==> src/rtl/rrem_pkg.sv <==
// Shared types and constants for the row-run edge and midline block.
// Depends on nothing; imported by every module of the block.
`default_nettype none

package rrem_pkg;

    // Column and row counters follow the 9-bit dimension registers
    localparam int COL_W = 9;
    localparam int ROW_W = 9;
    localparam int IDX_W = 8;
    localparam int EDGE_W = 9;
    localparam int MID_W = 10;
    localparam int PIX_W = 8;
    localparam int LIM_W = 8;
    localparam int CFG_IDX_W = 2;
    localparam int CFG_DATA_W = 9;

    // Register indexes on the configuration port
    localparam logic [CFG_IDX_W-1:0] REG_IMAGE_WIDTH      = 2'd0;
    localparam logic [CFG_IDX_W-1:0] REG_IMAGE_HEIGHT     = 2'd1;
    localparam logic [CFG_IDX_W-1:0] REG_RIGHT_BIAS_LIMIT = 2'd2;
    localparam logic [CFG_IDX_W-1:0] REG_SKIP_ROWS        = 2'd3;

    localparam logic [CFG_DATA_W-1:0] RST_IMAGE_WIDTH  = 9'd160;
    localparam logic [CFG_DATA_W-1:0] RST_IMAGE_HEIGHT = 9'd120;
    localparam logic [LIM_W-1:0]      RST_RIGHT_LIMIT  = 8'd75;
    localparam logic [LIM_W-1:0]      RST_SKIP_ROWS    = 8'd10;

    // floor(x/5) == (x*3277) >> 14 for every x below 16384
    localparam int WSUM_W = 12;
    localparam int RECIP_W = 12;
    localparam int PROD_W = WSUM_W + RECIP_W;
    localparam logic [RECIP_W-1:0] RECIP_5 = 12'd3277;
    localparam int DIV5_SHIFT = 14;

    localparam int QUEUE_DEPTH = 4;
    localparam int QPTR_W = 2;

    localparam logic signed [MID_W-1:0] MID_NONE = -10'sd1;
    localparam logic signed [EDGE_W-1:0] EDGE_NONE = -9'sd1;

    typedef struct packed {
        logic [CFG_DATA_W-1:0] image_width;
        logic [CFG_DATA_W-1:0] image_height;
        logic [LIM_W-1:0]      right_bias_limit;
        logic [LIM_W-1:0]      skip_rows;
    } rrem_cfg_t;

    // One finished row, as classified by the front end
    typedef struct packed {
        logic [IDX_W-1:0] row_idx;
        logic             has_run;
        logic [COL_W-1:0] left_col;
        logic [COL_W-1:0] right_col;
        logic             wide;      // right edge above the bias limit
        logic             skip;      // row index below skip_rows
        logic             last_row;
    } rrem_rec_t;

endpackage

`default_nettype wire

==> src/rtl/rrem_front.sv <==
// Front end: per-pixel longest-run tracker and row classification.
// Uses rrem_pkg; pushes one rrem_rec_t per finished row into the queue.
`default_nettype none

module rrem_front import rrem_pkg::*; #(
    parameter int MAX_WIDTH = 256,
    parameter int MAX_HEIGHT = 256
) (
    input  wire logic             aclk,
    input  wire logic             aresetn,
    input  wire rrem_cfg_t        cfg,
    input  wire logic             s_valid,
    output logic                  s_ready,
    input  wire logic [PIX_W-1:0] s_pixel,
    output logic                  push,
    output rrem_rec_t             push_rec,
    input  wire logic             q_full
);

    logic [COL_W-1:0] col_reg, col_next;
    logic [ROW_W-1:0] row_reg, row_next;
    logic [COL_W-1:0] run_start_reg, run_start_next;
    logic [COL_W-1:0] run_len_reg, run_len_next;
    logic [COL_W-1:0] best_len_reg, best_len_next;
    logic [COL_W-1:0] best_start_reg, best_start_next;
    logic [COL_W-1:0] best_end_reg, best_end_next;
    logic             stopped_reg, stopped_next;

    logic [COL_W-1:0] w;
    logic [ROW_W-1:0] h;
    logic [COL_W:0]   col_p1;
    logic [ROW_W:0]   row_p1;
    logic [ROW_W-1:0] row_idx;
    logic             eor;
    logic             last_row;
    logic             road;
    logic             accept;

    always_comb begin
        if (cfg.image_width == '0) begin
            w = COL_W'(1);
        end else if (32'(cfg.image_width) > MAX_WIDTH) begin
            w = COL_W'(MAX_WIDTH);
        end else begin
            w = cfg.image_width;
        end
        if (cfg.image_height == '0) begin
            h = ROW_W'(1);
        end else if (32'(cfg.image_height) > MAX_HEIGHT) begin
            h = ROW_W'(MAX_HEIGHT);
        end else begin
            h = cfg.image_height;
        end
    end

    assign road   = (s_pixel != '0);
    assign col_p1 = {1'b0, col_reg} + (COL_W+1)'(1);
    assign eor    = (col_p1 >= {1'b0, w});
    assign row_p1 = {1'b0, row_reg} + (ROW_W+1)'(1);
    assign last_row = (row_p1 >= {1'b0, h});
    assign row_idx  = (row_reg < h) ? (h - ROW_W'(1) - row_reg) : '0;

    // Stall only when this transfer would close a row and the queue has no room
    assign s_ready = !(eor && q_full);
    assign accept  = s_valid && s_ready;
    assign push    = accept && eor;

    always_comb begin
        run_start_next  = run_start_reg;
        run_len_next    = run_len_reg;
        best_len_next   = best_len_reg;
        best_start_next = best_start_reg;
        best_end_next   = best_end_reg;
        stopped_next    = stopped_reg;
        if (!stopped_reg) begin
            if (road) begin
                if (run_len_reg == '0) begin
                    run_start_next = col_reg;
                end
                run_len_next = run_len_reg + COL_W'(1);
                // later run wins a tie
                if (run_len_next >= best_len_reg) begin
                    best_len_next   = run_len_next;
                    best_start_next = run_start_next;
                    best_end_next   = col_reg;
                end
            end else if (best_len_reg > (w >> 1)) begin
                stopped_next = 1'b1;
            end else begin
                run_len_next = '0;
            end
        end
    end

    always_comb begin
        push_rec.row_idx   = row_idx[IDX_W-1:0];
        push_rec.has_run   = (best_len_next != '0);
        push_rec.left_col  = best_start_next;
        push_rec.right_col = best_end_next;
        push_rec.wide      = (best_end_next > {1'b0, cfg.right_bias_limit});
        push_rec.skip      = (row_idx < {1'b0, cfg.skip_rows});
        push_rec.last_row  = last_row;
    end

    always_comb begin
        col_next = col_reg;
        row_next = row_reg;
        if (accept) begin
            if (eor) begin
                col_next = '0;
                row_next = last_row ? '0 : row_p1[ROW_W-1:0];
            end else begin
                col_next = col_p1[COL_W-1:0];
            end
        end
    end

    always_ff @(posedge aclk) begin
        if (!aresetn) begin
            col_reg        <= '0;
            row_reg        <= '0;
            run_start_reg  <= '0;
            run_len_reg    <= '0;
            best_len_reg   <= '0;
            best_start_reg <= '0;
            best_end_reg   <= '0;
            stopped_reg    <= 1'b0;
        end else begin
            col_reg <= col_next;
            row_reg <= row_next;
            if (accept) begin
                if (eor) begin
                    run_start_reg  <= '0;
                    run_len_reg    <= '0;
                    best_len_reg   <= '0;
                    best_start_reg <= '0;
                    best_end_reg   <= '0;
                    stopped_reg    <= 1'b0;
                end else begin
                    run_start_reg  <= run_start_next;
                    run_len_reg    <= run_len_next;
                    best_len_reg   <= best_len_next;
                    best_start_reg <= best_start_next;
                    best_end_reg   <= best_end_next;
                    stopped_reg    <= stopped_next;
                end
            end
        end
    end

    // The scan can only stop once some run has been found
    a_stop_needs_run: assert property (@(posedge aclk) disable iff (!aresetn)
        stopped_reg |-> (best_len_reg != '0))
        else $error("scan stopped without a best run");

    // The current run never outgrows the best run of the row
    a_run_le_best: assert property (@(posedge aclk) disable iff (!aresetn)
        run_len_reg <= best_len_reg)
        else $error("run length exceeds best length");

endmodule

`default_nettype wire

==> src/rtl/rrem_queue.sv <==
// Short queue of row records between the front and back ends.
// Uses rrem_pkg for the record type and depth.
`default_nettype none

module rrem_queue import rrem_pkg::*; (
    input  wire logic      aclk,
    input  wire logic      aresetn,
    input  wire logic      push,
    input  wire rrem_rec_t push_rec,
    output logic           full,
    input  wire logic      pop,
    output logic           not_empty,
    output rrem_rec_t      head_rec
);

    rrem_rec_t           mem [QUEUE_DEPTH];
    logic [QPTR_W-1:0]   wr_ptr_reg, rd_ptr_reg;
    logic [QPTR_W:0]     count_reg, count_next;

    assign full      = (count_reg == (QPTR_W+1)'(QUEUE_DEPTH));
    assign not_empty = (count_reg != '0);
    assign head_rec  = mem[rd_ptr_reg];

    always_comb begin
        count_next = count_reg;
        if (push && !pop) begin
            count_next = count_reg + (QPTR_W+1)'(1);
        end else if (pop && !push) begin
            count_next = count_reg - (QPTR_W+1)'(1);
        end
    end

    always_ff @(posedge aclk) begin
        if (push) begin
            mem[wr_ptr_reg] <= push_rec;
        end
    end

    always_ff @(posedge aclk) begin
        if (!aresetn) begin
            wr_ptr_reg <= '0;
            rd_ptr_reg <= '0;
            count_reg  <= '0;
        end else begin
            if (push) begin
                wr_ptr_reg <= wr_ptr_reg + QPTR_W'(1);
            end
            if (pop) begin
                rd_ptr_reg <= rd_ptr_reg + QPTR_W'(1);
            end
            count_reg <= count_next;
        end
    end

    a_no_overflow: assert property (@(posedge aclk) disable iff (!aresetn)
        !(push && full))
        else $error("push into full queue");

    a_no_underflow: assert property (@(posedge aclk) disable iff (!aresetn)
        !(pop && !not_empty))
        else $error("pop from empty queue");

endmodule

`default_nettype wire

==> src/rtl/rrem_back.sv <==
// Back end: midline arithmetic and the result output register.
// Uses rrem_pkg; pops row records from rrem_queue.
`default_nettype none

module rrem_back import rrem_pkg::*; (
    input  wire logic                     aclk,
    input  wire logic                     aresetn,
    input  wire logic                     q_not_empty,
    input  wire rrem_rec_t                q_rec,
    output logic                          pop,
    output logic                          m_valid,
    input  wire logic                     m_ready,
    output logic        [IDX_W-1:0]       m_row_index,
    output logic signed [EDGE_W-1:0]      m_left_edge,
    output logic signed [EDGE_W-1:0]      m_right_edge,
    output logic signed [MID_W-1:0]       m_midline
);

    // stage 1: weighted sum times reciprocal, average of the edges plus two
    logic                   v1_reg;
    rrem_rec_t              rec1_reg;
    logic [PROD_W-1:0]      prod_reg;
    logic [MID_W-1:0]       avg_reg;

    logic                   out_valid_reg;
    logic [IDX_W-1:0]       row_out_reg;
    logic signed [EDGE_W-1:0] left_out_reg, right_out_reg;
    logic signed [MID_W-1:0]  mid_out_reg;
    logic signed [MID_W-1:0]  mid_below_reg, mid_below_next;

    logic [WSUM_W-1:0]      wsum;
    logic [PROD_W-1:0]      prod;
    logic [COL_W:0]         pair_sum;
    logic [MID_W-1:0]       avg;
    logic signed [MID_W-1:0] mid;
    logic                   load_out;
    logic                   load_s1;

    assign load_out = !out_valid_reg || m_ready;
    assign load_s1  = !v1_reg || load_out;
    assign pop      = q_not_empty && load_s1;

    assign wsum = WSUM_W'({q_rec.left_col, 1'b0}) + WSUM_W'({q_rec.right_col, 1'b0})
                + WSUM_W'(q_rec.right_col);
    assign prod = PROD_W'(wsum) * PROD_W'(RECIP_5);
    assign pair_sum = {1'b0, q_rec.left_col} + {1'b0, q_rec.right_col};
    assign avg = {1'b0, pair_sum[COL_W:1]} + MID_W'(2);

    always_comb begin
        priority if (rec1_reg.skip) begin
            mid = MID_NONE;
        end else if (!rec1_reg.has_run) begin
            mid = mid_below_reg;
        end else if (rec1_reg.wide) begin
            mid = $signed(prod_reg[DIV5_SHIFT +: MID_W]);
        end else begin
            mid = $signed(avg_reg);
        end
        mid_below_next = rec1_reg.last_row ? MID_NONE : mid;
    end

    always_ff @(posedge aclk) begin
        if (load_s1) begin
            rec1_reg <= q_rec;
            prod_reg <= prod;
            avg_reg  <= avg;
        end
        if (load_out && v1_reg) begin
            row_out_reg   <= rec1_reg.row_idx;
            left_out_reg  <= rec1_reg.has_run ? $signed(rec1_reg.left_col) : EDGE_NONE;
            right_out_reg <= rec1_reg.has_run ? $signed(rec1_reg.right_col) : EDGE_NONE;
            mid_out_reg   <= mid;
        end
    end

    always_ff @(posedge aclk) begin
        if (!aresetn) begin
            v1_reg        <= 1'b0;
            out_valid_reg <= 1'b0;
            mid_below_reg <= MID_NONE;
        end else begin
            if (load_s1) begin
                v1_reg <= q_not_empty;
            end
            if (load_out) begin
                out_valid_reg <= v1_reg;
            end
            if (load_out && v1_reg) begin
                mid_below_reg <= mid_below_next;
            end
        end
    end

    assign m_valid      = out_valid_reg;
    assign m_row_index  = row_out_reg;
    assign m_left_edge  = left_out_reg;
    assign m_right_edge = right_out_reg;
    assign m_midline    = mid_out_reg;

    // A row with no run reports both edges as none
    a_edges_pair: assert property (@(posedge aclk) disable iff (!aresetn)
        (m_valid && (m_left_edge == EDGE_NONE)) |-> (m_right_edge == EDGE_NONE))
        else $error("only one edge reported as none");

    // A stalled result holds while the next row waits in stage 1
    a_out_hold: assert property (@(posedge aclk) disable iff (!aresetn)
        (m_valid && !m_ready) |=> $stable(m_midline) && $stable(mid_below_reg))
        else $error("result or midline history changed under stall");

endmodule

`default_nettype wire

==> src/rtl/row_run_edge_and_midline_top.sv <==
// Top level: configuration registers, front end, row queue and back end.
// Uses rrem_pkg, rrem_front, rrem_queue and rrem_back.
//
//  channel   direction  handshake            payload
//  s_        in         s_valid / s_ready    s_pixel: one mask pixel, bottom row first
//  m_        out        m_valid / m_ready    m_row_index, m_left_edge, m_right_edge, m_midline
//  cfg_      in         cfg_wr_en            cfg_index, cfg_wdata (no read-back)
//
// One pixel transfer per cycle unless stalled; row results pass queue, stage 1, output reg.
// Back end takes one row record per cycle while m_ready is high; single-pixel rows keep up.
// Synchronous active-low reset clears counters, queue and midline history.
// The input stalls only on a row's last pixel while the 4-entry row queue is full.
`default_nettype none

module row_run_edge_and_midline_top import rrem_pkg::*; #(
    parameter int MAX_WIDTH = 256,
    parameter int MAX_HEIGHT = 256
) (
    input  wire logic                      aclk,
    input  wire logic                      aresetn,
    input  wire logic                      cfg_wr_en,
    input  wire logic [CFG_IDX_W-1:0]      cfg_index,
    input  wire logic [CFG_DATA_W-1:0]     cfg_wdata,
    input  wire logic                      s_valid,
    output logic                           s_ready,
    input  wire logic [PIX_W-1:0]          s_pixel,
    output logic                           m_valid,
    input  wire logic                      m_ready,
    output logic        [IDX_W-1:0]        m_row_index,
    output logic signed [EDGE_W-1:0]       m_left_edge,
    output logic signed [EDGE_W-1:0]       m_right_edge,
    output logic signed [MID_W-1:0]        m_midline
);

    rrem_cfg_t  cfg_reg;
    logic       push, pop, q_full, q_not_empty;
    rrem_rec_t  push_rec, head_rec;

    always_ff @(posedge aclk) begin
        if (!aresetn) begin
            cfg_reg.image_width      <= RST_IMAGE_WIDTH;
            cfg_reg.image_height     <= RST_IMAGE_HEIGHT;
            cfg_reg.right_bias_limit <= RST_RIGHT_LIMIT;
            cfg_reg.skip_rows        <= RST_SKIP_ROWS;
        end else if (cfg_wr_en) begin
            unique case (cfg_index)
                REG_IMAGE_WIDTH:      cfg_reg.image_width      <= cfg_wdata;
                REG_IMAGE_HEIGHT:     cfg_reg.image_height     <= cfg_wdata;
                REG_RIGHT_BIAS_LIMIT: cfg_reg.right_bias_limit <= cfg_wdata[LIM_W-1:0];
                REG_SKIP_ROWS:        cfg_reg.skip_rows        <= cfg_wdata[LIM_W-1:0];
                default: ;
            endcase
        end
    end

    rrem_front #(
        .MAX_WIDTH  (MAX_WIDTH),
        .MAX_HEIGHT (MAX_HEIGHT)
    ) u_front (
        .aclk     (aclk),
        .aresetn  (aresetn),
        .cfg      (cfg_reg),
        .s_valid  (s_valid),
        .s_ready  (s_ready),
        .s_pixel  (s_pixel),
        .push     (push),
        .push_rec (push_rec),
        .q_full   (q_full)
    );

    rrem_queue u_queue (
        .aclk      (aclk),
        .aresetn   (aresetn),
        .push      (push),
        .push_rec  (push_rec),
        .full      (q_full),
        .pop       (pop),
        .not_empty (q_not_empty),
        .head_rec  (head_rec)
    );

    rrem_back u_back (
        .aclk         (aclk),
        .aresetn      (aresetn),
        .q_not_empty  (q_not_empty),
        .q_rec        (head_rec),
        .pop          (pop),
        .m_valid      (m_valid),
        .m_ready      (m_ready),
        .m_row_index  (m_row_index),
        .m_left_edge  (m_left_edge),
        .m_right_edge (m_right_edge),
        .m_midline    (m_midline)
    );

endmodule

`default_nettype wire

==> config.mk <==
export PLATFORM = sky130hd
export DESIGN_NAME = row_run_edge_and_midline_top
export DESIGN_NICKNAME = d
export VERILOG_FILES = /design/src/rtl/rrem_pkg.sv /design/src/rtl/rrem_front.sv /design/src/rtl/rrem_queue.sv /design/src/rtl/rrem_back.sv /design/src/rtl/row_run_edge_and_midline_top.sv
export SDC_FILE = /design/constraint.sdc
export NUM_CORES = 1
export LEC_CHECK = 0
export BUFFER_PORTS_ARGS = -buffer_cell sky130_fd_sc_hd__buf_2
export CAP_MARGIN = 20
export CORE_MARGIN = 4
export CORE_UTILIZATION = 35
export CTS_CLUSTER_SIZE = 40
export DETAILED_ROUTE_END_ITERATION = 10
export PLACE_DENSITY = 0.61
export SYNTH_ARGS = -nofsm -noshare
export SYNTH_HDL_FRONTEND = slang
export SYNTH_SLANG_ARGS = --single-unit
==> constraint.sdc <==
create_clock -name aclk -period 7.3 [get_ports aclk]
set_input_delay 0.365 -clock aclk [delete_from_list [all_inputs] [get_ports aclk]]
set_output_delay 0.365 -clock aclk [all_outputs]
set_load 0.05 [all_outputs]
After elaboration in Yosys (flattened, before gate mapping)
Memories as Yosys holds them, arrays and structs flattened. A register that Yosys moved wholly into a read port is not among the register bits.
Index checks and enable logic that the tools add are counted.
- latch bits: 0
- memories kept: 1
- output and inout bits: 38
- ROM bits: 0
- memory bits (writable): 120
- bits in registers: 217
- multiplexer cells: 41
- reductions and logical operators: 30
- $mul: 1
- add/sub/neg operators: 13
- divide/modulo/power cells: 0
- bitwise logic cells: 0
- shifts and indexed selects: 0
- order comparisons: 9
- eq/ne operators: 6
- memory list (name ; depth ; width ; rd ports ; clocked after memory_dff ; wr ports ; RTL line ; RTL):
    u_queue.mem ; 4 ; 30 ; 1 ; 1 ; 1 ; rrem_queue.sv:16 ; rrem_rec_t mem [QUEUE_DEPTH];
- operators by type and width (kind ; count):
    two-way mux 9 bit ; 27
    two-way mux 10 bit ; 4
    zero test 9 bit ; 3
    multiplier 12 x 12 -> 24 bit (second input constant) ; 1
    adder 9 x 1 -> 10 bit (second input constant) ; 2
    >= comparator 10 x 9 -> 1 bit ; 2
    greater-than comparator 9 x 8 -> 1 bit ; 2
    greater-than comparator 9 bit (second input constant) ; 2
    adder 12 x 9 -> 12 bit ; 1
    adder 10 x 10 -> 11 bit ; 1
    adder 9 x 2 -> 10 bit (second input constant) ; 1
    adder 9 x 9 -> 10 bit ; 1
    AND reduction 2 bit ; 5
    adder 9 x 1 -> 9 bit (second input constant) ; 1
    >= comparator 9 bit ; 1
    < comparator 9 x 8 -> 1 bit ; 1
    < comparator 9 bit ; 1
    nonzero test 9 bit ; 1
    subtractor 9 x 1 -> 9 bit (second input constant) ; 1
    subtractor 9 bit ; 1
    nonzero test 8 bit ; 1
    logical AND 1 bit ; 7
    two-way mux 1 bit ; 6
    two-way mux 3 bit ; 2
    other kinds (15) ; 25

Depth between registers and ports, before layout
- depth in word-level cells: 12
- mapped depth: 33

Hierarchy
A second synthesis with hierarchy kept.
- cell total of the unflattened synthesis: 1635
- area total of the unflattened synthesis: 18778.0 um2
- by module, submodules not included (module ; instances ; cells each ; seq. area each (um2) ; area an instance (um2)):
    rrem_back ; 1 ; 621 ; 2822.7 ; 7168.1
    rrem_front ; 1 ; 680 ; 1281.2 ; 5469.0
    rrem_queue ; 1 ; 199 ; 3783.6 ; 4774.6
    row_run_edge_and_midline_top ; 1 ; 135 ; 680.7 ; 1366.3

Worst setup path before layout
Ideal clock, no wire load.
- kind: register to register
- start point: register with a tool-made name
- end point: register u_back.prod_reg[23], data pin
- data arrival time: 7.714 ns
- cell stages (with the launch flop): 32
- data required time: 7.040 ns
- setup time: 0.260 ns
- slack: -0.674 ns
- cells stage by stage: dfxtp_1 buf_1 buf_2 mux4_2 ha_1 inv_1 fa_1 nor2b_1 o21a_1 nor2_1 xnor2_1 ha_1 a21oi_1 o211ai_1 o31a_1 xor2_1 ha_1 inv_1 fa_1 inv_1 fa_1 fa_1 inv_1 fa_1 inv_1 ha_1 o21ai_0 a21oi_1 nand2_1 o311ai_0 a21oi_1 xnor2_1
- RTL lines (what ; RTL line ; RTL):
    end signal: assignment ; rrem_back.sv:65 ; prod_reg <= prod;
    end: declaration ; rrem_back.sv:22 ; logic [PROD_W-1:0] prod_reg;

==> flow_metrics.py <==
metrics = {
    "run_status": {
        "outcome": "finished, final reports clean",
    },
    "clock_network": {
        "holdBufCountCts": 0,
        "cts-root-buf": "clkbuf_16",
        "cts.sinks": 325,
        "clkSlewWorstSetupHoldPaths_ps": 60,
        "clock_path_buffers": 3,
        "cts_buffers": 37,
        "cts_tree": "built",
        "worstSkewPairLatency_ps": 540,
        "htree_levels": 2,
    },
    "synthesis": {
        "yosys_warnings": 0,
        "synth_edf_count": 206,
        "synth_ff_type": "edfxtp_1",
        "async_reset_ff_frac": 0,
        "yosysMostFrequentCell": "edfxtp_1",
        "yosys-top-cells-area": "edfxtp_1, dfxtp_1, ha_1",
        "synth_area_um2": 17820,
        "synth.distinct_cells": 60,
        "ys_top_cells_by_count": "edfxtp_1, ha_1, inv_1",
        "synth_nets": 1778,
        "ys_seq_area_frac": 0.4809,
        "yosys.area.top_type": "edfxtp_1",
        "avgSynthCellArea_um2": 11.64,
        "synth_top_area_frac": 0.3472,
        "ys_ff_latch": 325,
        "syn_inst": 1531,
    },
    "timing": {
        "fin_ws_ps": 90.91,
        "timing.fmax_mhz": 138.7,
        "worst_pin_slew_ps": 881.2,
        "hold_viol_final": 0,
        "fin_crit_ps": 7209,
        "timing.slew.headroom": 0.4119,
        "maxSlewViolCount": 0,
        "finalCritPeriodShare": 0.9875,
        "setup_viol": 0,
        "fin_skew_ps": 21.61,
    },
    "job": {
        "drv_cap": 0,
    },
    "worst_setup_path": {
        "critical-path-max-stage-delay_ps": 540,
        "cp-end-kind": "flop",
        "path_buf_inv": 8,
        "reg2reg_to": "u_back.prod_reg[21]$_DFFE_PN_",
        "cp-start-kind": "flop",
        "required_ps": 7570,
        "cp_top_family": "adder cells",
        "ff2ff_setup_slack_ps": 90,
        "cp_max_fo": 5,
        "critPathKind": "flop to flop",
        "cpMaxStageDelayCell": "mux4_2",
        "worstRegToRegCells": 32,
        "cp_data_arrival_time_ps": 7480,
    },
    "global_route": {
        "antenna_found_initial": 1,
        "grt_max_degree": 73,
        "overflow": 0,
        "grt_pass1_vias": 11820,
        "grt_pass1_wl_mm": 62.43,
        "grt_util_all_layers": 0.1422,
    },
    "layout": {
        "fin_nets": 1905,
        "largest_reg_flops": 120,
        "drive_above_1_share": 0.1784,
        "fill_cells": 4804,
        "post-route-util": 0.4164,
        "n_antenna_cell": 0,
        "synthToLayoutAreaGrowth_pct": 17.50,
    },
    "route": {
        "ant_nets": 0,
        "drt_wl_total_mm": 39.00,
        "vias_per_cell": 5.001,
        "drc": 0,
        "wl_per_cell_um": 16.53,
        "drt_iter0_drc": 514,
        "first_pass_iters": 5,
        "dr_total_vias": 11800,
    },
    "worst_hold_path": {
        "holdCritStartpoint": "cfg_wdata[8]",
        "holdPathEnd": "cfg_reg[33]$_SDFFE_PN0P_",
        "min_path_type": "input port to flop",
        "hold_depth": 3,
    },
    "placement": {
        "pre_cts_slack_ps": -121.1,
        "io_buffer_count": 61,
        "hpwlAfterDp_mm": 28.35,
        "gp_congestion": 0.8532,
    },
    "floorplanning": {
        "core_um2": 50270,
        "start_util": 0.3544,
        "io_pins": 62,
        "placementRows": 82,
        "die_area_um2": 54580,
        "die_y_um": 233.6,
        "die_x_um": 233.6,
    },
}
[metal layers]
metal,track usage,part of all wire
met5,0,0.00033
met4,0.03918,0.023
met3,0.02220,0.037
met2,0.2404,0.48
met1,0.1900,0.46
[worst min-delay path, stage by stage]
cell and delay, ps:
buf_2 100, a21oi_1 60, nor2b_1 90
[kinds of logic (layout without fill, tap and decap cells)]
| kind of cell | count (synthesis) | after routing | synth area share |
|---|---|---|---|
| compound gates | 258 | 258 | 0.09909 |
| xor+xnor | 66 | 66 | 0.03245 |
| fa+ha+maj | 223 | 223 | 0.1739 |
| buf+inv | 206 | 362 | 0.04502 |
| flops | 325 | 325 | 0.4809 |
| mux | 69 | 69 | 0.06082 |
| simple gates | 384 | 384 | 0.1078 |
[stage by stage]
stage                     instances  cell area (µm²)  hold slack (ps)  setup TNS [ps]
after detailed placement       2277            19250            405.4          -352.7
after floorplan                1531            17860            400.3               0
after global placement         2277            19250            411.6               0
after CTS                      2346            20490            83.66               0
after global routing           2359            20930            140.5          -362.7
final                          2359            20930            107.4               0
[what timing repair did]
item                       CTS  global route
resized for setup            5            60
buffers inserted             1            13
setup endpoints to repair    7            10
pin swaps                    1            41
[layout make-up]
class                           count  area [µm²]  share of cell area
Clock buffer                       41       940.9             0.04495
Timing Repair Buffer              132       862.1             0.04118
Inverter                          162       608.1             0.02905
Tap cell                          672       840.8             0.04016
Multi-Input combinational cell   1000        8840              0.4223
Clock inverter                     27       270.3             0.01291
Sequential cell                   325        8572              0.4095
[layout by cell type (no fill, tap or decap), types with 25 or more instances in the layout]
master and count:
fa_1 40, mux2i_1 28, o21ai_0 28, mux4_2 30, nor2_1 48, nand2_1 121, a21boi_0 30, buf_4 67
nand2b_1 28, nor2b_1 37, clkbuf_16 37, ha_1 171, a21oi_1 45, buf_2 61, and2_1 32, nand3_1 37
inv_1 156, xnor2_1 32, edfxtp_1 206, xor2_1 25, dfxtp_1 118
[worst max-delay path by stage]
stage / slack [ps] / depth (start not counted) / endpoint
final: 90 / 32 / u_back.prod_reg[21]$_DFFE_PN_
after global routing: -70 / 30 / u_back.prod_reg[16]$_DFFE_PN_
after CTS: 20 / 29 / u_back.prod_reg[17]$_DFFE_PN_
after detailed placement: -120 / 32 / u_back.prod_reg[21]$_DFFE_PN_
after global placement: 100 / 30 / u_back.prod_reg[21]$_DFFE_PN_
after floorplan: 30 / 31 / u_back.prod_reg[17]$_DFFE_PN_
Power is not shown: default switching activity piles up to over one toggle a cycle in this logic, so the estimate is an artifact.
